$ cat config.mk
export PLATFORM = sky130hd
export DESIGN_NAME = jet_patch_trigger_combiner_top
export DESIGN_NICKNAME = d
export VERILOG_FILES = /design/src/hdl/jptc_pkg.sv /design/src/hdl/jet_patch_trigger_combiner_top.sv
export VERILOG_INCLUDE_DIRS = /design/src /design/src/hdl
export SDC_FILE = /design/constraint.sdc
export NUM_CORES = 1
export LEC_CHECK = 0
export ABC_CLOCK_PERIOD_IN_PS = 2300
export BUFFER_PORTS_ARGS = -buffer_cell sky130_fd_sc_hd__buf_2
export CAP_MARGIN = 20
export CORE_ASPECT_RATIO = 1.4
export CORE_MARGIN = 10
export CORE_UTILIZATION = 35
export DETAILED_ROUTE_END_ITERATION = 7
export SYNTH_ARGS = -nofsm -noshare
export SYNTH_HDL_FRONTEND = slang
export SYNTH_SLANG_ARGS = --single-unit
export TNS_END_PERCENT = 50
$ cat constraint.sdc
create_clock -name clk -period 2.3 [get_ports clk]
set_input_delay 0.46 -clock clk [delete_from_list [all_inputs] [get_ports clk]]
set_output_delay 0.46 -clock clk [all_outputs]
set_load 0.005 [all_outputs]
$ cat src/hdl/jet_patch_trigger_combiner_top_macros.svh
// ----------------------------------------------------------------------------
// jet_patch_trigger_combiner_top_macros
// Assertion helpers for the jet patch trigger combiner.
// ----------------------------------------------------------------------------
`ifndef JET_PATCH_TRIGGER_COMBINER_TOP_MACROS_SVH
`define JET_PATCH_TRIGGER_COMBINER_TOP_MACROS_SVH

// property that must hold on every clock edge out of reset
`define JPTC_ASSERT(label, prop) \
  label: assert property (@(posedge clk) disable iff (!rst_n) (prop)) \
    else $error("jptc check failed");

// antecedent in one cycle implies consequent in the next
`define JPTC_ASSERT_NEXT(label, ante, cons) \
  label: assert property (@(posedge clk) disable iff (!rst_n) (ante) |=> (cons)) \
    else $error("jptc check failed");

`endif

$ cat src/hdl/jptc_pkg.sv
// ----------------------------------------------------------------------------
// jptc_pkg
// Shared types and bit positions for the jet patch trigger combiner.
// ----------------------------------------------------------------------------
package jptc_pkg;

  localparam int unsigned THR_BITS   = 6;
  localparam int unsigned MASK_BITS  = 10;
  localparam int unsigned CFG_IDX_W  = 3;
  localparam int unsigned NUM_PATCH  = 6;
  localparam int unsigned NUM_THR    = 3;

  // bit positions inside the detector words
  localparam int unsigned LG_BS0_BIT = 24;
  localparam int unsigned LG_BS1_BIT = 25;
  localparam int unsigned LG_BS2_BIT = 26;
  localparam int unsigned LG_HT0_BIT = 27;
  localparam int unsigned LG_HT1_BIT = 28;
  localparam int unsigned SM_HT0_BIT = 20;
  localparam int unsigned SM_HT1_BIT = 21;
  localparam int unsigned SM_BS0_BIT = 30;
  localparam int unsigned SM_BS1_BIT = 31;

  // patch order: south-top, south, south-bottom, north-top, north, north-bottom
  localparam int unsigned PATCH_ST = 0;
  localparam int unsigned PATCH_S  = 1;
  localparam int unsigned PATCH_SB = 2;
  localparam int unsigned PATCH_NT = 3;
  localparam int unsigned PATCH_N  = 4;
  localparam int unsigned PATCH_NB = 5;

  typedef enum logic [CFG_IDX_W-1:0] {
    REG_THR_LOW  = 3'd0,
    REG_THR_MID  = 3'd1,
    REG_THR_HIGH = 3'd2,
    REG_DEBUG    = 3'd3,
    REG_COMBO1   = 3'd4,
    REG_COMBO2   = 3'd5
  } cfg_reg_t;

  typedef struct packed {
    logic [31:0] small_cell_word;
    logic [28:0] south_large_word;
    logic [28:0] north_large_word;
    logic [1:0]  preshower_bits;
  } in_t;

  typedef struct packed {
    logic [1:0] high_tower_bits;
    logic [1:0] small_board_sums;
    logic [2:0] large_board_sums;
    logic [2:0] jet_patch_bits;
    logic       dijet_flag;
    logic [1:0] combo_bits;
    logic       preshower_flag;
  } out_t;

  // bits that bypass the patch arithmetic
  typedef struct packed {
    logic [1:0] ht;
    logic [1:0] sbs;
    logic [2:0] lbs;
    logic       fpe;
  } side_t;

endpackage

$ cat src/hdl/jet_patch_trigger_combiner_top.sv
// ----------------------------------------------------------------------------
// jet_patch_trigger_combiner_top: jet patch sums, thresholds and combinations;
// a slice passes from start to out_valid through the sum / compare / reduce /
// mask register stages; one time slice accepted per cycle, busy stays low
// rst_n (sync) clears the valid pipe and all configuration registers to zero
// ----------------------------------------------------------------------------
`include "jet_patch_trigger_combiner_top_macros.svh"

module jet_patch_trigger_combiner_top #(
  parameter int unsigned SUM_FIELD_BITS = 5
) (
  input  logic                                 clk,
  input  logic                                 rst_n,
  input  logic                                 start,
  output logic                                 busy,
  input  jptc_pkg::in_t                        in_data,
  output logic                                 out_valid,
  output jptc_pkg::out_t                       out_data,
  input  logic                                 cfg_valid,
  output logic                                 cfg_ready,
  input  logic [jptc_pkg::CFG_IDX_W-1:0]       cfg_index,
  input  logic [jptc_pkg::MASK_BITS-1:0]       cfg_data
);

  localparam int unsigned SW = SUM_FIELD_BITS + 1;
  localparam int unsigned CW = (SW > jptc_pkg::THR_BITS) ? SW : jptc_pkg::THR_BITS;

  // configuration
  logic [jptc_pkg::THR_BITS-1:0]  thr_r [jptc_pkg::NUM_THR];
  logic                           debug_r;
  logic [jptc_pkg::MASK_BITS-1:0] combo1_mask_r;
  logic [jptc_pkg::MASK_BITS-1:0] combo2_mask_r;

  assign cfg_ready = 1'b1;
  assign busy      = 1'b0;

  always_ff @(posedge clk) begin
    if (!rst_n) begin
      thr_r[0]      <= '0;
      thr_r[1]      <= '0;
      thr_r[2]      <= '0;
      debug_r       <= 1'b0;
      combo1_mask_r <= '0;
      combo2_mask_r <= '0;
    end else if (cfg_valid && cfg_ready) begin
      unique case (jptc_pkg::cfg_reg_t'(cfg_index))
        jptc_pkg::REG_THR_LOW:  thr_r[0] <= cfg_data[jptc_pkg::THR_BITS-1:0];
        jptc_pkg::REG_THR_MID:  thr_r[1] <= cfg_data[jptc_pkg::THR_BITS-1:0];
        jptc_pkg::REG_THR_HIGH: thr_r[2] <= cfg_data[jptc_pkg::THR_BITS-1:0];
        jptc_pkg::REG_DEBUG:    debug_r  <= cfg_data[0];
        jptc_pkg::REG_COMBO1:   combo1_mask_r <= cfg_data;
        jptc_pkg::REG_COMBO2:   combo2_mask_r <= cfg_data;
        default: ;
      endcase
    end
  end

  // stage 1: patch sums and side bits
  logic [63:0]         sm_ext, so_ext, no_ext;
  logic [SW-1:0]       sum_nxt [jptc_pkg::NUM_PATCH];
  jptc_pkg::side_t     side_nxt;
  logic                v1_r;
  logic [SW-1:0]       sum_r [jptc_pkg::NUM_PATCH];
  jptc_pkg::side_t     side1_r;

  // zero padding keeps wide fields beyond the word at zero
  assign sm_ext = {32'b0, in_data.small_cell_word};
  assign so_ext = {35'b0, in_data.south_large_word};
  assign no_ext = {35'b0, in_data.north_large_word};

  always_comb begin
    for (int p = 0; p < 3; p++) begin
      sum_nxt[p]   = {1'b0, sm_ext[p*SUM_FIELD_BITS +: SUM_FIELD_BITS]}
                   + {1'b0, so_ext[p*SUM_FIELD_BITS +: SUM_FIELD_BITS]};
      sum_nxt[p+3] = {1'b0, sm_ext[(p+3)*SUM_FIELD_BITS +: SUM_FIELD_BITS]}
                   + {1'b0, no_ext[p*SUM_FIELD_BITS +: SUM_FIELD_BITS]};
    end
    side_nxt.ht[0] = so_ext[jptc_pkg::LG_HT0_BIT] | no_ext[jptc_pkg::LG_HT0_BIT]
                   | (debug_r & sm_ext[jptc_pkg::SM_HT0_BIT]);
    side_nxt.ht[1] = so_ext[jptc_pkg::LG_HT1_BIT] | no_ext[jptc_pkg::LG_HT1_BIT]
                   | (debug_r & sm_ext[jptc_pkg::SM_HT1_BIT]);
    side_nxt.sbs   = {sm_ext[jptc_pkg::SM_BS1_BIT], sm_ext[jptc_pkg::SM_BS0_BIT]};
    side_nxt.lbs   = {so_ext[jptc_pkg::LG_BS2_BIT] | no_ext[jptc_pkg::LG_BS2_BIT],
                      so_ext[jptc_pkg::LG_BS1_BIT] | no_ext[jptc_pkg::LG_BS1_BIT],
                      so_ext[jptc_pkg::LG_BS0_BIT] | no_ext[jptc_pkg::LG_BS0_BIT]};
    side_nxt.fpe   = |in_data.preshower_bits;
  end

  always_ff @(posedge clk) begin
    if (!rst_n) begin
      v1_r <= 1'b0;
    end else begin
      v1_r <= start && !busy;
    end
    sum_r   <= sum_nxt;
    side1_r <= side_nxt;
  end

  // stage 2: threshold compares
  logic [jptc_pkg::NUM_THR-1:0][jptc_pkg::NUM_PATCH-1:0] over_nxt, over_r;
  logic            v2_r;
  jptc_pkg::side_t side2_r;

  always_comb begin
    for (int i = 0; i < jptc_pkg::NUM_THR; i++) begin
      for (int p = 0; p < jptc_pkg::NUM_PATCH; p++) begin
        over_nxt[i][p] = CW'(sum_r[p]) > CW'(thr_r[i]);
      end
    end
  end

  always_ff @(posedge clk) begin
    if (!rst_n) begin
      v2_r <= 1'b0;
    end else begin
      v2_r <= v1_r;
    end
    over_r  <= over_nxt;
    side2_r <= side1_r;
  end

  // stage 3: jet patch bits, di-jet and trigger terms
  logic [jptc_pkg::NUM_PATCH-1:0] incl_mask;
  logic [2:0]                     jp_nxt, jp_r;
  logic                           dijet_nxt, dijet_r;
  logic [jptc_pkg::NUM_PATCH-1:0] o0;
  logic [jptc_pkg::MASK_BITS-1:0] terms_nxt, terms_r;
  logic                           v3_r;
  jptc_pkg::side_t                side3_r;

  always_comb begin
    incl_mask = '1;
    incl_mask[jptc_pkg::PATCH_N] = !debug_r;   // north patch dropped in debug
    for (int i = 0; i < jptc_pkg::NUM_THR; i++) begin
      jp_nxt[i] = |(over_r[i] & incl_mask);
    end
    o0 = over_r[0];
    dijet_nxt = (o0[jptc_pkg::PATCH_ST] & (o0[jptc_pkg::PATCH_SB] | o0[jptc_pkg::PATCH_NT]
                                          | o0[jptc_pkg::PATCH_NB]))
              | (o0[jptc_pkg::PATCH_SB] & (o0[jptc_pkg::PATCH_NT] | o0[jptc_pkg::PATCH_NB]))
              | (o0[jptc_pkg::PATCH_NT] & o0[jptc_pkg::PATCH_NB])
              | (o0[jptc_pkg::PATCH_N]  & (o0[jptc_pkg::PATCH_ST] | o0[jptc_pkg::PATCH_S]
                                          | o0[jptc_pkg::PATCH_SB]))
              | (o0[jptc_pkg::PATCH_S]  & (o0[jptc_pkg::PATCH_NT] | o0[jptc_pkg::PATCH_NB]));
    terms_nxt = {side2_r.fpe, dijet_nxt, jp_nxt, side2_r.lbs, side2_r.sbs};
  end

  always_ff @(posedge clk) begin
    if (!rst_n) begin
      v3_r <= 1'b0;
    end else begin
      v3_r <= v2_r;
    end
    jp_r    <= jp_nxt;
    dijet_r <= dijet_nxt;
    terms_r <= terms_nxt;
    side3_r <= side2_r;
  end

  // stage 4: masked combinations into the output register
  logic           v4_r;
  jptc_pkg::out_t out_nxt, out_r;

  always_comb begin
    out_nxt.high_tower_bits  = side3_r.ht;
    out_nxt.small_board_sums = side3_r.sbs;
    out_nxt.large_board_sums = side3_r.lbs;
    out_nxt.jet_patch_bits   = jp_r;
    out_nxt.dijet_flag       = dijet_r;
    out_nxt.combo_bits       = {|(terms_r & combo2_mask_r), |(terms_r & combo1_mask_r)};
    out_nxt.preshower_flag   = side3_r.fpe;
  end

  always_ff @(posedge clk) begin
    if (!rst_n) begin
      v4_r <= 1'b0;
    end else begin
      v4_r <= v3_r;
    end
    out_r <= out_nxt;
  end

  assign out_valid = v4_r;
  assign out_data  = out_r;

  `JPTC_ASSERT(a_start_to_out, start |-> ##4 out_valid)
  `JPTC_ASSERT(a_idle_no_out, !start |-> ##4 !out_valid)
  `JPTC_ASSERT(a_dijet_has_patch, (out_valid && out_data.dijet_flag) |->
                                  out_data.jet_patch_bits[0])
  `JPTC_ASSERT_NEXT(a_combo1_off, (v3_r && combo1_mask_r == '0 && !cfg_valid),
                    !out_data.combo_bits[0])

endmodule

==> qor.json <==
{
  "postCtsSetupBuffers": {"value": 0},
  "hold_viol_final": {"value": 0},
  "synth_top_flop_cell": {"value": "sky130_fd_sc_hd__dfxtp_1"},
  "syn_area": {"value": 7020, "unit": "µm²"},
  "syn_nets": {"value": 911},
  "total_power": {"value": 7.31, "unit": "mW"},
  "finish.net_count": {"value": 1030},
  "grt_usage": {"value": 12.4, "unit": "%"},
  "placement.setup.worst_slack": {"value": 0.521, "unit": "ns"},
  "hold_path.startpoint": {"value": "in_data[91]"},
  "rows": {"value": 61},
  "tritoncts": {"value": "done"},
  "drt-pass1-iter-count": {"value": 4},
  "drt-wirelength-per-cell": {"value": 15.2, "unit": "µm"},
  "htreeDepth": {"value": 4},
  "fin_hold_ws": {"value": 0.143, "unit": "ns"},
  "cap_viol_max_count": {"value": 0},
  "dpl_cell_area": {"value": 7840, "unit": "µm²"},
  "routabilityCongestion": {"value": 0.821},
  "cts-root-to-sink-buffers": {"value": 2},
  "critical_path.max_fanout": {"value": 6},
  "post_synth.cell_area_avg": {"value": 10.7, "unit": "µm²"},
  "die-height": {"value": 188, "unit": "µm"},
  "final_util": {"value": 42.8, "unit": "%"},
  "clock-root-buffer": {"value": "sky130_fd_sc_hd__clkbuf_16"},
  "cp-end-kind": {"value": "flip-flop"},
  "global_route_wire_length_before_repair": {"value": 26000, "unit": "µm"},
  "static_power_due_to_leakage": {"value": 3.89, "unit": "nW"},
  "slew_viol_final": {"value": 0},
  "min_delay_path_depth": {"value": 1},
  "core_area": {"value": 19800, "unit": "µm²"},
  "worst_ir_drop_vdd": {"value": 0.000500, "unit": "V"},
  "synth_async_sr_flop_share": {"value": 0, "unit": "%"},
  "violation_count_after_the_first_detailed_routing_iteration": {"value": 200},
  "numPortBuffers": {"value": 105},
  "num_vias": {"value": 5100},
  "ys_ff_latch": {"value": 139},
  "grt_antenna_before_repair": {"value": 0},
  "clock-sinks": {"value": 139},
  "area.growth.synth_to_final": {"value": 20.8, "unit": "%"},
  "setup_repair_after_global_routing_missed_its_margin": {"value": "false"},
  "setup_total_negative_slack": {"value": 0, "unit": "ns"},
  "timing.critical_path.required": {"value": 2.59, "unit": "ns"},
  "detailedPlacementHpwl": {"value": 12500, "unit": "µm"},
  "ant_nets": {"value": 0},
  "pin_count": {"value": 126},
  "hold_buf_count_cts": {"value": 0},
  "final_cell_count_no_fill": {"value": 1042},
  "postCtsResizedCells": {"value": 0},
  "yosysWarningCount": {"value": 0},
  "outcome": {"value": "finished, final reports clean"},
  "fin_crit_sh": {"value": 76.1, "unit": "%"},
  "first_global_vias": {"value": 5406},
  "hold_path_class": {"value": "input pin to flip-flop"},
  "route.final.wire_length": {"value": 15900, "unit": "µm"},
  "numPlacedInstances": {"value": 1010},
  "hold_end": {"value": "side1_r[5]$_DFF_P_"},
  "layout.cell_area.non_filler": {"value": 8490, "unit": "µm²"},
  "post_drt_via_cell_ratio": {"value": 4.89},
  "syn_inst": {"value": 658},
  "die-area": {"value": 26200, "unit": "µm²"},
  "pin_count_of_the_biggest_net_entering_global_routing": {"value": 22},
  "r2r.worst_path.cells": {"value": 5},
  "crit-reg2reg-launch": {"value": "thr_r[0][10]$_DFFE_PP_"},
  "post_synth_num_cell_types": {"value": 44},
  "power_per_cell_area": {"value": 861, "unit": "nW/µm²"},
  "period_needed": {"value": 1.75, "unit": "ns"},
  "clock_network_latency_to_the_later_pin_of_the_worst_skew_pair": {"value": 0.42, "unit": "ns"},
  "remaining_global_route_overflow": {"value": 0},
  "timing.setup.critical_path_class": {"value": "flip-flop to flip-flop"},
  "achievable-frequency": {"value": 0.571, "unit": "GHz"},
  "timing.clock.skew": {"value": 0.00601, "unit": "ns"},
  "worstSetupStartpointType": {"value": "flip-flop"},
  "post-route-drc-count": {"value": 0},
  "fraction_of_the_yosys_area_taken_by_sequential_cells": {"value": 42.2, "unit": "%"},
  "floorplan.die.width": {"value": 140, "unit": "µm"},
  "synth-edff-count": {"value": 18},
  "timing.reg2reg.setup_slack": {"value": 0.55, "unit": "ns"},
  "setup-violations-final": {"value": 0},
  "num_antenna_cells": {"value": 0},
  "tritoncts.num_buffers": {"value": 17},
  "rr_endpoint": {"value": "over_r[10]$_DFF_P_"},
  "drive_above_1_share": {"value": 19.0, "unit": "%"},
  "floorplan.initialDensity": {"value": 35.4, "unit": "%"},
  "cts.reportedPaths.clkPinSlew": {"value": 0.06, "unit": "ns"},
  "smallest_setup_slack_after_layout": {"value": 0.549, "unit": "ns"},
  "cp_data_arrival_time": {"value": 2.04, "unit": "ns"}
}
## layout by cell type, fill, tap and decap left out, types with 2 or more instances in the layout
cell and count:
sky130_fd_sc_hd__ha_1 138, sky130_fd_sc_hd__dfxtp_1 121, sky130_fd_sc_hd__buf_2 105, sky130_fd_sc_hd__a21oi_1 70, sky130_fd_sc_hd__nand2_1 61, sky130_fd_sc_hd__inv_1 42
sky130_fd_sc_hd__nand4_1 20, sky130_fd_sc_hd__nand2b_1 19, sky130_fd_sc_hd__a21o_1 18, sky130_fd_sc_hd__nand3_1 18, sky130_fd_sc_hd__a21boi_0 18, sky130_fd_sc_hd__o32a_1 18
sky130_fd_sc_hd__clkbuf_16 18, sky130_fd_sc_hd__edfxtp_1 18, sky130_fd_sc_hd__xnor2_1 12, sky130_fd_sc_hd__and2_1 10, sky130_fd_sc_hd__o21ai_0 7, sky130_fd_sc_hd__a211oi_1 6
sky130_fd_sc_hd__o21bai_1 6, sky130_fd_sc_hd__xor2_1 6, sky130_fd_sc_hd__a22oi_1 6, sky130_fd_sc_hd__fa_1 6, sky130_fd_sc_hd__or2_2 4, sky130_fd_sc_hd__buf_4 4
sky130_fd_sc_hd__clkbuf_8 3, sky130_fd_sc_hd__bufinv_16 3, sky130_fd_sc_hd__inv_6 3, sky130_fd_sc_hd__o31ai_1 2, sky130_fd_sc_hd__nor4_1 2, sky130_fd_sc_hd__a22o_1 2
sky130_fd_sc_hd__a221oi_1 2, sky130_fd_sc_hd__a211o_1 2, sky130_fd_sc_hd__conb_1 2, sky130_fd_sc_hd__clkinv_4 2, sky130_fd_sc_hd__clkinvlp_4 2
## registers in the layout (all words and copies together) (netlist names), 6 cells and up
name	count
out_nxt	6
out_data	14
combo2_mask_r	10
terms_r	6
combo1_mask_r	10
o0	6
over_r	12
sum_r	36
side2_r	8
side1_r	8
thr_r	18
## kinds of logic after synthesis
| logic type | Yosys count | share of synthesized area, % |
|---|---|---|
| buffers and inverters | 51 | 2.99 |
| AND/OR/NAND/NOR | 141 | 10.5 |
| other | 2 | 0.107 |
| adder cells (fa/ha/maj) | 144 | 26.3 |
| multiplexers | 1 | 0.143 |
| XOR/XNOR | 18 | 2.24 |
| AO/OA/AOI/OAI | 162 | 15.6 |
| flip-flops | 139 | 42.2 |
## worst max path at each step
| stage | startpoint | end | slack, ns | depth (start not counted) |
|---|---|---|---|---|
| floorplan | cfg_index[0] | thr_r[0][10]$_DFFE_PP_ | 0.67 | 3 |
| global placement | in_data[31] | sum_r[34]$_DFF_P_ | 0.55 | 6 |
| detailed placement | in_data[31] | sum_r[34]$_DFF_P_ | 0.52 | 6 |
| CTS | thr_r[0][10]$_DFFE_PP_ | over_r[10]$_DFF_P_ | 0.52 | 5 |
| global route | thr_r[0][16]$_DFFE_PP_ | over_r[15]$_DFF_P_ | 0.40 | 5 |
| finish | thr_r[0][10]$_DFFE_PP_ | over_r[10]$_DFF_P_ | 0.55 | 5 |
## routing by layer
metal | routed length [µm] | share of wire [%] | global-route usage, %
met2 | 8690 | 55 | 22.9
met3 | 486 | 3.1 | 2.88
met5 | 0 | 0 | 0
met1 | 6420 | 40 | 13.1
met4 | 288 | 1.8 | 4.74
## final cells by class
type / count / area (µm²)
fill: 1901 / 11400
multi-input combinational: 468 / 3850
clock buffer: 21 / 492
tap: 252 / 315
timing repair buffer: 109 / 556
sequential: 139 / 2960
clock inverter: 11 / 154
inverter: 42 / 158
## Yosys cell counts (7+ instances only)
master | instances | share of area, %
sky130_fd_sc_hd__a21boi_0 | 18 | 1.9
sky130_fd_sc_hd__a21o_1 | 18 | 1.9
sky130_fd_sc_hd__a21oi_1 | 70 | 5.0
sky130_fd_sc_hd__and2_1 | 10 | 0.89
sky130_fd_sc_hd__dfxtp_1 | 121 | 34
sky130_fd_sc_hd__edfxtp_1 | 18 | 7.7
sky130_fd_sc_hd__ha_1 | 138 | 25
sky130_fd_sc_hd__inv_1 | 42 | 2.2
sky130_fd_sc_hd__nand2_1 | 61 | 3.3
sky130_fd_sc_hd__nand2b_1 | 19 | 1.7
sky130_fd_sc_hd__nand3_1 | 18 | 1.3
sky130_fd_sc_hd__nand4_1 | 20 | 1.8
sky130_fd_sc_hd__o21ai_0 | 7 | 0.50
sky130_fd_sc_hd__o32a_1 | 18 | 2.6
sky130_fd_sc_hd__xnor2_1 | 12 | 1.5
## report_power, final
part	internal (mW)	switching (mW)	total [mW]
clock	1.87	1.03	2.90
combinational	0.700	0.718	1.42
sequential	2.77	0.215	2.99
total	5.34	1.97	7.31
## worst max-delay path, cell delays in order, from the launching register on
cell and delay [ns]:
sky130_fd_sc_hd__edfxtp_1 0.36, sky130_fd_sc_hd__inv_1 0.32, sky130_fd_sc_hd__ha_1 0.34, sky130_fd_sc_hd__a21oi_1 0.14
sky130_fd_sc_hd__a21boi_0 0.10, sky130_fd_sc_hd__o32a_1 0.36
No activity file was read; power rests on OpenSTA's default activity.
